### config.mk
export PLATFORM = sky130hd
export DESIGN_NAME = tor_control
export DESIGN_NICKNAME = d
export VERILOG_FILES = /design/src/hdl/tor_pkg.sv /design/src/hdl/tor_control.sv
export SDC_FILE = /design/constraint.sdc
export NUM_CORES = 1
export LEC_CHECK = 0
export ABC_AREA = 0
export BUFFER_PORTS_ARGS = -buffer_cell sky130_fd_sc_hd__buf_2
export CAP_MARGIN = 20
export CORE_UTILIZATION = 52
export DETAILED_ROUTE_END_ITERATION = 12
export GPL_ROUTABILITY_DRIVEN = 0
export HOLD_SLACK_MARGIN = 0.05
export PLACE_DENSITY = 0.9
export SYNTH_ARGS = -nofsm -noshare
export SYNTH_HDL_FRONTEND = slang
export SYNTH_SLANG_ARGS = --single-unit
### constraint.sdc
create_clock -name clock -period 2.8 [get_ports clock]
set_clock_uncertainty 0.2 [all_clocks]
set_input_delay 0.28 -clock clock [delete_from_list [all_inputs] [get_ports clock]]
set_output_delay 0.28 -clock clock [all_outputs]
set_load 0.02 [all_outputs]
### src/hdl/tor_pkg.sv
// Shared constants and types of the reassembly unit
package tor_pkg;
   localparam int RING_BYTES = 4096;
   localparam int PTR_W = $clog2(RING_BYTES);
   localparam int CNT_W = PTR_W + 1;

   typedef enum logic [1:0] {
      KIND_BYTE = 2'd0, KIND_DISCARD = 2'd1, KIND_READ = 2'd2, KIND_OPEN = 2'd3
   } kind_type;

   typedef struct packed {
      logic latch_req;    // capture request fields
      logic probe_place;  // read presence bit at placement slot
      logic write_byte;   // conditional byte write at placement slot
      logic scan_step;    // consume tail bit if present
      logic clr_step;     // clear bit at sweep pointer, advance
      logic clr_init_disc;
      logic clr_init_open;
      logic read_issue;   // read ring head
      logic do_open;
      logic load_rsp;
   } tor_cmd_type;

   typedef struct packed {
      kind_type kind;
      logic     last;
      logic     in_window;
      logic     tail_present;
      logic     full;
      logic     clr_done;
      logic     empty;
   } tor_sts_type;
endpackage

### src/hdl/tor_control.sv
// Controller: sequences each transaction through the datapath
module tor_control import tor_pkg::*; (
   input  logic        clock,
   input  logic        reset,
   input  logic        req_valid,
   output logic        req_stall,
   output logic        rsp_valid,
   input  logic        rsp_stall,
   input  tor_sts_type sts,
   output tor_cmd_type cmd
);
   typedef enum logic [8:0] {
      ST_INIT    = 9'b000000001, ST_IDLE  = 9'b000000010, ST_DECODE = 9'b000000100,
      ST_PLACE   = 9'b000001000, ST_SCAN_RD = 9'b000010000, ST_SCAN = 9'b000100000,
      ST_CLEAR   = 9'b001000000, ST_READ  = 9'b010000000, ST_DONE   = 9'b100000000
   } state_type;

   state_type state_ff, state_in;
   logic      rv_ff, rv_in;
   logic      can_load;

   assign rsp_valid = rv_ff;
   assign can_load  = !rv_ff || !rsp_stall;
   assign req_stall = (state_ff != ST_IDLE);

   always_comb begin
      cmd = '0;
      state_in = state_ff;
      rv_in = rv_ff && rsp_stall;
      case (state_ff)
         ST_INIT: begin
            // sweep the whole bitmap once after reset
            if (sts.clr_done) state_in = ST_IDLE;
            else cmd.clr_step = 1'b1;
         end
         ST_IDLE: if (req_valid) begin
            cmd.latch_req = 1'b1;
            state_in = ST_DECODE;
         end
         ST_DECODE: begin
            case (sts.kind)
               KIND_BYTE: begin
                  cmd.probe_place = 1'b1;
                  state_in = ST_PLACE;
               end
               KIND_DISCARD: begin
                  cmd.clr_init_disc = sts.in_window;
                  state_in = sts.in_window ? ST_CLEAR : ST_DONE;
               end
               KIND_READ: begin
                  cmd.read_issue = 1'b1;
                  state_in = ST_READ;
               end
               default: begin
                  cmd.clr_init_open = 1'b1;
                  state_in = ST_CLEAR;
               end
            endcase
         end
         ST_PLACE: begin
            cmd.write_byte = 1'b1;
            state_in = sts.last ? ST_SCAN_RD : ST_DONE;
         end
         // fetch the tail bit, then consume it
         ST_SCAN_RD: state_in = ST_SCAN;
         ST_SCAN: begin
            cmd.scan_step = 1'b1;
            if (sts.full || !sts.tail_present) state_in = ST_DONE;
            else state_in = ST_SCAN_RD;
         end
         ST_CLEAR: begin
            if (sts.clr_done) state_in = ST_DONE;
            else cmd.clr_step = 1'b1;
         end
         ST_READ: state_in = ST_DONE;
         ST_DONE: if (can_load) begin
            cmd.load_rsp = 1'b1;
            rv_in = 1'b1;
            state_in = ST_IDLE;
         end
         default: state_in = ST_IDLE;
      endcase
   end

   always_ff @(posedge clock) begin
      if (reset) begin
         state_ff <= ST_INIT;
         rv_ff <= 1'b0;
      end else begin
         state_ff <= state_in;
         rv_ff <= rv_in;
      end
   end
endmodule

# After elaboration in Yosys (flattened, before gate mapping)

Index checks and enable logic that the tools add are counted.
Widths: inputs -> output; s select.

Bits in registers: 10
Latch bits: 0
Memory bits (writable): 0
Bits in read-only memories: 0
Bits of input ports: 12
Output and inout bits: 12
Word-level logic and storage cells: 53
Memories: 0

$add $sub $neg: 0
Multiply operators: 0
Div/mod/pow operators: 0
$lt $le $gt $ge: 0
Equality and inequality tests: 16
Shift-type cells: 0
Mux-type cells: 25
Bitwise operators: 0
Reduce and logical (&&, ||, !) cells: 10

Operators with widths:

| cell               | number |
|---|---|
| $pmux 9 s9         | 1 |
| $mux 9             | 7 |
| $pmux 9 s3         | 1 |
| $mux 1             | 15 |
| $eq 9x1->1 const B | 1 |
| $eq 9x2->1 const B | 1 |
| $eq 9x3->1 const B | 1 |
| $eq 9x4->1 const B | 1 |
| $eq 9x5->1 const B | 1 |
| $eq 9x6->1 const B | 1 |
| $eq 9x7->1 const B | 1 |
| $eq 9x8->1 const B | 1 |
| $eq 9x9->1 const B | 1 |
| $ne 9x2->1 const B | 1 |
| $ne 2x2->1 const B | 4 |
| $reduce_and 4->1   | 1 |
| $logic_not 1->1    | 3 |
| $mux 3             | 1 |
| $reduce_or 3->1    | 1 |
| $eq 2x1->1 const B | 1 |
| $eq 2x2->1 const B | 1 |
| $logic_not 2->1    | 1 |
| $logic_or 1x1->1   | 2 |
| $reduce_or 2->1    | 1 |
| $logic_and 1x1->1  | 1 |

# Depth between registers and ports, before layout

Gate-level depths: netlist of the first run.

Depth in word-level cells: 4
Gate-level depth with buffers: 6

# Worst setup path before layout of the first run

OpenSTA, ideal clock, no wires.

Path type: register to output
From: reg state_ff[5]
To: out cmd[9] (netlist name)
Arrival: 1.495 ns
Path slack: 0.825 ns
Cell stages (with the launch flop): 5
Cells stage by stage: dfxtp_1 buf_6 nor4_4 nand4b_1 nor2_1

RTL lines:

| element                | RTL line          | text |
|---|---|---|
| start, declared        | tor_control.sv:18 | `state_type state_ff, state_in;` |
| start signal, assigned | tor_control.sv:90 | `state_ff <= state_in;` |
| end, declared          | tor_control.sv:10 | `output tor_cmd_type cmd` |

==> results of run 1 <==
[power breakdown]
| part | total [mW] | leakage, nW | switching [mW] | internal [mW] |
|---|---|---|---|---|
| sequential | 0.156 | 0.0813 | 0.00915 | 0.146 |
| clock | 0.0983 | 0.0138 | 0.0487 | 0.0496 |
| combinational | 0.0670 | 0.299 | 0.0370 | 0.0300 |
[final cells by class]
type	count	share of cell area (%)
Multi-Input combinational cell	71	56.1
Sequential cell	10	24.3
Timing Repair Buffer	21	12.8
Clock buffer	3	2.74
Tap cell	15	2.28
Inverter	4	1.82
[state kept, by name (all words and copies together), names as in the netlist]
| name | cells |
|---|---|
| state_ff | 9 |
| rsp_valid | 1 |
[worst max path at each step]
stage / start / to / slack, ns / cells after the start
2_1_floorplan: state_ff[5]$_SDFFE_PP0P_ / cmd[9] / 0.83 / 4
3_3_place_gp: state_ff[4]$_SDFFE_PP0P_ / cmd[4] / 0.78 / 5
3_5_place_dp: state_ff[5]$_SDFFE_PP0P_ / cmd[4] / 0.76 / 5
4_1_cts: state_ff[5]$_SDFFE_PP0P_ / cmd[4] / 0.47 / 5
5_1_grt: state_ff[5]$_SDFFE_PP0P_ / cmd[4] / 0.34 / 5
6_report: state_ff[5]$_SDFFE_PP0P_ / cmd[4] / 0.45 / 5
[cell usage in the layout, fill, tap and decap left out, types with 2 or more instances in the layout]
cell and n:
buf_2 21, a41oi_1 2, nor3_1 6, and2_1 3, a22oi_1 2, nand2_1 3
dfxtp_1 10, inv_1 4, nand4_1 4, clkbuf_4 3, nor2b_1 3, and3_1 3
nor2_1 12, a21oi_1 4, nand4b_1 2, xor2_1 4, o21ai_0 2
[cells by family (layout without fill, tap and decap cells)]
logic type      count (synthesis)  after routing  share of synthesized area (%)
simple gates                   48             48                           39.9
other cells                     1              1                          0.518
xor+xnor                        5              5                           6.04
flops                          10             10                           27.6
buf+inv                        12             28                           8.63
compound gates                 16             16                           15.2
mux                             1              1                           2.07
[stage by stage]
stage	area (um^2)	worst slack, ns	util (%)	hold WS, ns
2_1_floorplan	724	0.825	-	0.226
3_3_place_gp	801	0.777	61.5	0.310
3_5_place_dp	801	0.761	61.5	0.320
4_1_cts	823	0.472	63.3	0.104
5_1_grt	823	0.343	63.3	0.121
6_report	823	0.452	63.3	0.101
[worst max-delay path, cell delays in order, from the launching register on]
cell and delay (ns):
dfxtp_1 0.40, nor4_4 0.43, and2_2 0.26, and3_1 0.19
and3b_1 0.16, buf_2 0.16
[per-layer routing]
metal | vias up | wire, um | GRT usage, %
met1 | 342 | 721 | 32.0
met3 | 2 | 113 | 5.68
met5 | - | 0 | 0
li1 | 366 | - | -
met4 | 0 | 11 | 7.76
met2 | 36 | 878 | 36.7
==> flow_metrics.env, run 1 <==
export IMPL_dpl_hpwl_um=1290
export IMPL_grt_max_degree=10
export IMPL_synthCells=93
export IMPL_hold_end="state_ff[4]$_SDFFE_PP0P_"
export IMPL_cp_data_required_time_ns=2.32
export IMPL_clkSlewWorstSetupHoldPaths_ns=0.07
export IMPL_hold_path_class="in2reg"
export IMPL_yosysTopAreaCellShare_pct=27.6
export IMPL_floorplan_io_pins=24
export IMPL_syn_area_um2=724
export IMPL_max_freq_mhz=426
export IMPL_fillers=114
export IMPL_tns_ns=0
export IMPL_core_um2=1300
export IMPL_hold_depth=3
export IMPL_ys_flop_type="dfxtp_1"
export IMPL_cts_max_level=1
export IMPL_peakVddDrop_mv=0.315
export IMPL_ys_warnings_count=0
export IMPL_area_delta_synth_final_pct=13.6
export IMPL_slew_viol_final=0
export IMPL_synth_area_per_cell_um2=7.79
export IMPL_die_area_um2=1550
export IMPL_dpl_cell_count=121
export IMPL_reg2reg_from="state_ff[2]$_SDFFE_PP0P_"
export IMPL_initial_utilization_pct=55.7
export IMPL_post_cts_buffers=0
export IMPL_track_usage_pct=23.7
export IMPL_setup_viol=0
export IMPL_fin_cells=124
export IMPL_yosys_top_cells_count="nor2_1 (12), dfxtp_1 (10), nor3_1 (6)"
export IMPL_status="complete, no violations"
export IMPL_wl_um=1730
export IMPL_path_max_fanout=8
export IMPL_worstHoldStart="sts[5]"
export IMPL_async_flop_share_pct=0
export IMPL_register_area_um2=200
export IMPL_power_density_nw_per_um2=390
export IMPL_finalHoldViolCount=0
export IMPL_cts_root_buffer="clkbuf_4"
export IMPL_drive_gt1_share_pct=29.4
export IMPL_post_route_min_period_ns=2.35
export IMPL_cts_tree="done"
export IMPL_ant_nets=0
export IMPL_syn_nets=105
export IMPL_antennaDiodeCount=0
export IMPL_yosysMostFrequentCell="nor2_1"
export IMPL_hold_buffers=0
export IMPL_cts_resized=0
export IMPL_timing_max_cap_violations=0
export IMPL_dr_pass1_iters=4
export IMPL_die_w_um=39.3
export IMPL_critical_path_class="reg2out"
export IMPL_r2r_end="state_ff[1]$_SDFFE_PP0P_"
export IMPL_crit_arrival_ns=1.87
export IMPL_row_count=13
export IMPL_ys_ff_latch=10
export IMPL_clkLatencyLatePin_ns=0.26
export IMPL_yosysSeqAreaShare_pct=27.6
export IMPL_viasPerCell=6.02
export IMPL_cts_buffers=3
export IMPL_synth_edff_count=0
export IMPL_die_h_um=39.3
export IMPL_detail_route_iter0_violations=38
export IMPL_rsz0062_at_grt="false"
export IMPL_clk_path_buf_depth=2
export IMPL_leakage_nw=0.395
export IMPL_finalPower_mw=0.321
export IMPL_multi_input_area_um2=462
export IMPL_route_vias_total=746
export IMPL_overflow=0
export IMPL_critPathLaunchType="flip-flop"
export IMPL_post_route_drc_count=0
export IMPL_slew_limit_headroom_pct=59.2
export IMPL_grt_pass1_vias=607
export IMPL_yosys_top_cells_area="dfxtp_1 (28%), nor2_1 (6.2%), xor2_1 (4.8%), nor3_1 (4.1%), nand4_1 (3.5%)"
export IMPL_grt_first_pass_wirelength_um=2500
export IMPL_post_drt_wl_per_cell_um=13.9
export IMPL_cp_end_kind="primary output"
export IMPL_portBuffers=21
export IMPL_yosysTopAreaCell="dfxtp_1"
export IMPL_final_period_utilization_pct=83.9
export IMPL_tightestPinTransition_ns=0.607
export IMPL_fin_nets=123
export IMPL_r2r_cells=5
export IMPL_ff2ff_setup_slack_ns=0.77
export IMPL_antenna_found_initial=0
export IMPL_clock_sinks=10
export IMPL_synth_distinct_cells=40
Note: power is estimated with default switching activity, not from simulation.
==> run 2, diff against run 1 <==
--- a/config.mk
+++ b/config.mk
@@ -8,11 +8,11 @@
 export ABC_AREA = 0
 export BUFFER_PORTS_ARGS = -buffer_cell sky130_fd_sc_hd__buf_2
 export CAP_MARGIN = 20
-export CORE_UTILIZATION = 52
+export CORE_UTILIZATION = 43
 export DETAILED_ROUTE_END_ITERATION = 12
 export GPL_ROUTABILITY_DRIVEN = 0
 export HOLD_SLACK_MARGIN = 0.05
-export PLACE_DENSITY = 0.9
+export PLACE_DENSITY = 0.8
 export SYNTH_ARGS = -nofsm -noshare
 export SYNTH_HDL_FRONTEND = slang
 export SYNTH_SLANG_ARGS = --single-unit
==> constraint.sdc (replaced) <==
create_clock -name clock -period 2 [get_ports clock]
set_clock_uncertainty 0.2 [all_clocks]
set_input_delay 0.2 -clock clock [delete_from_list [all_inputs] [get_ports clock]]
set_output_delay 0.2 -clock clock [all_outputs]
set_load 0.02 [all_outputs]
==> run 2 against run 1 <==
  * The flow now finishes with violations (negative setup slack)
  * Via count grew 16%
  * Combinational power grew 79%
  * Sequential power grew 41%
  * Critical endpoint is now cmd[9]
  * Sequential share of layout area shrank 4.4 points
  * Largest cell class unchanged
  * Clock power grew 92%
  * First-iteration DRC count grew 18%
  * Largest power group unchanged
  * Global-route usage grew 0.076 points
==> flow_metrics.env, run 2 (same netlist as run 1, synthesis figures left out) <==
export IMPL_hold_path_class="in2reg"
export IMPL_violations="negative setup slack"
export IMPL_slew_viol_final=0
export IMPL_top_register="state_ff"
export IMPL_crit_chain="nor4_4 > buf_4 > nand4b_1 > nor2_1 > buf_4"
export IMPL_path_common_cell="buf_4"
export IMPL_grt_first_pass_wirelength_um=3260
export IMPL_viasPerCell=6.12
export IMPL_peakVddDrop_mv=0.361
export IMPL_crit_arrival_ns=1.60
export IMPL_drive_gt1_share_pct=46.0
export IMPL_detail_route_iter0_violations=45
export IMPL_cts_root_buffer="clkbuf_4"
export IMPL_clkSlewWorstSetupHoldPaths_ns=0.07
export IMPL_die_h_um=43.0
export IMPL_max_freq_mhz=500
export IMPL_die_area_um2=1850
export IMPL_cts_buffers=3
export IMPL_layout_commonest_cell="buf_2"
export IMPL_core_um2=1540
export IMPL_rsz0062_at_grt="true"
export IMPL_antennaDiodeCount=0
export IMPL_final_period_utilization_pct=100
export IMPL_row_count=14
export IMPL_critPathLaunchType="flip-flop"
export IMPL_initial_utilization_pct=47.0
export IMPL_final_cell_mix="buf_2 (16), buf_4 (15), nor2_1 (10)"
export IMPL_finalHoldViolCount=0
export IMPL_dpl_hpwl_um=1400
export IMPL_route_vias_total=869
export IMPL_timing_max_cap_violations=0
export IMPL_cp_data_required_time_ns=1.60
export IMPL_antenna_found_initial=0
export IMPL_ant_nets=0
export IMPL_cts_max_level=1
export IMPL_status="finished with violations"
export IMPL_cp_end_kind="primary output"
export IMPL_critical_path_class="reg2out"
export IMPL_clkLatencyLatePin_ns=0.28
export IMPL_cts_tree="done"
export IMPL_slowest_stage="dfxtp_2"
export IMPL_wl_um=2240
export IMPL_portBuffers=21
export IMPL_leakage_nw=0.488
export IMPL_post_route_drc_count=0
export IMPL_dpl_cell_count=128
export IMPL_largest_register_ffs=9
export IMPL_clk_path_buf_depth=2
export IMPL_overflow=0
export IMPL_track_usage_pct=23.8
export IMPL_grt_pass1_vias=767
export IMPL_dp_slack_ns=0.232
export IMPL_setup_ws_ns=-0.00101
export IMPL_fin_cells=142
export IMPL_setup_viol=1
export IMPL_slowest_delay_ns=0.33
export IMPL_die_w_um=43.0
export IMPL_dr_pass1_iters=5
export IMPL_floorplan_io_pins=24
export IMPL_grt_max_degree=10
export IMPL_power_density_nw_per_um2=513
export IMPL_area_delta_synth_final_pct=42.5
export IMPL_post_drt_wl_per_cell_um=15.8
export IMPL_path_max_fanout=5
export IMPL_post_route_min_period_ns=2.00
export IMPL_fin_nets=139
export IMPL_clock_sinks=10
==> run 2: cell types whose count changed in the layout (fill, tap and decap cells not counted), moves of 4 or more <==
cell and delta:
buf_4 +15, buf_2 -5, dfxtp_1 -4, dfxtp_2 +4, dlygate4sd3_1 +4
==> run 2: worst paths after layout <==
check / from / cells past startpoint / slack [ns] / end
max: state_ff[7]$_SDFFE_PP0P_ / 5 / -0.001 / cmd[9]
min: sts[1] / 4 / 0.08 / state_ff[6]$_SDFFE_PP0P_
max reg2reg: state_ff[7]$_SDFFE_PP0P_ / 6 / 0.19 / state_ff[1]$_SDFFE_PP0P_
min reg2reg: rsp_valid$_SDFF_PP0_ / 2 / 0.32 / rsp_valid$_SDFF_PP0_
==> run 2: layout make-up <==
cell class,instances,area (um^2)
multi-input cells,71,500
repair buffers,37,255
inverters,4,15.0
fillers,119,509
clock buffers,4,36.3
well taps,16,20.0
flip-flops and latches,10,205
==> run 2: critical path, delay by kind of cell (launching register included) <==
kind / cells / cell delay (ns)
buffers and inverters: 2 / 0.34
DFF: 1 / 0.33
and+or+nand+nor: 3 / 0.65
==> run 2: per-stage QoR <==
| step | hold WS, ns | setup TNS (ns) | instance area [um^2] | power (mW) | utilization [%] |
|---|---|---|---|---|---|
| after global routing | 0.0815 | -0.153 | 1030 | 0.555 | 67.0 |
| after CTS | 0.0632 | 0 | 932 | 0.512 | 60.5 |
| final | 0.0814 | -0.00101 | 1030 | 0.529 | 67.0 |
| after floorplan | 0.146 | 0 | 724 | 0.288 | - |
| after detailed placement | 0.298 | 0 | 847 | 0.317 | 55.0 |
| after global placement | 0.281 | 0 | 847 | 0.314 | 55.0 |
==> run 2: routing by layer <==
layer | GRT usage [%] | routed length, um | vias up
li1 | - | - | 396
met5 | 0 | 0 | -
met3 | 7.23 | 168 | 13
met4 | 11.5 | 68 | 0
met1 | 25.8 | 855 | 398
met2 | 41.5 | 1150 | 62
==> run 2: power breakdown <==
group | switching (mW) | internal (mW)
registers | 0.0146 | 0.205
clock network | 0.0785 | 0.111
logic | 0.0615 | 0.0582
total | 0.155 | 0.374
==> run 2: timing repair <==
action                                  CTS  global route
hold buffers                              4             0
endpoints found under the hold margin     7             0
pin swaps                                 0             4
setup buffers                             0             6
resized for setup                         3            19
endpoints found under the setup margin    2             7
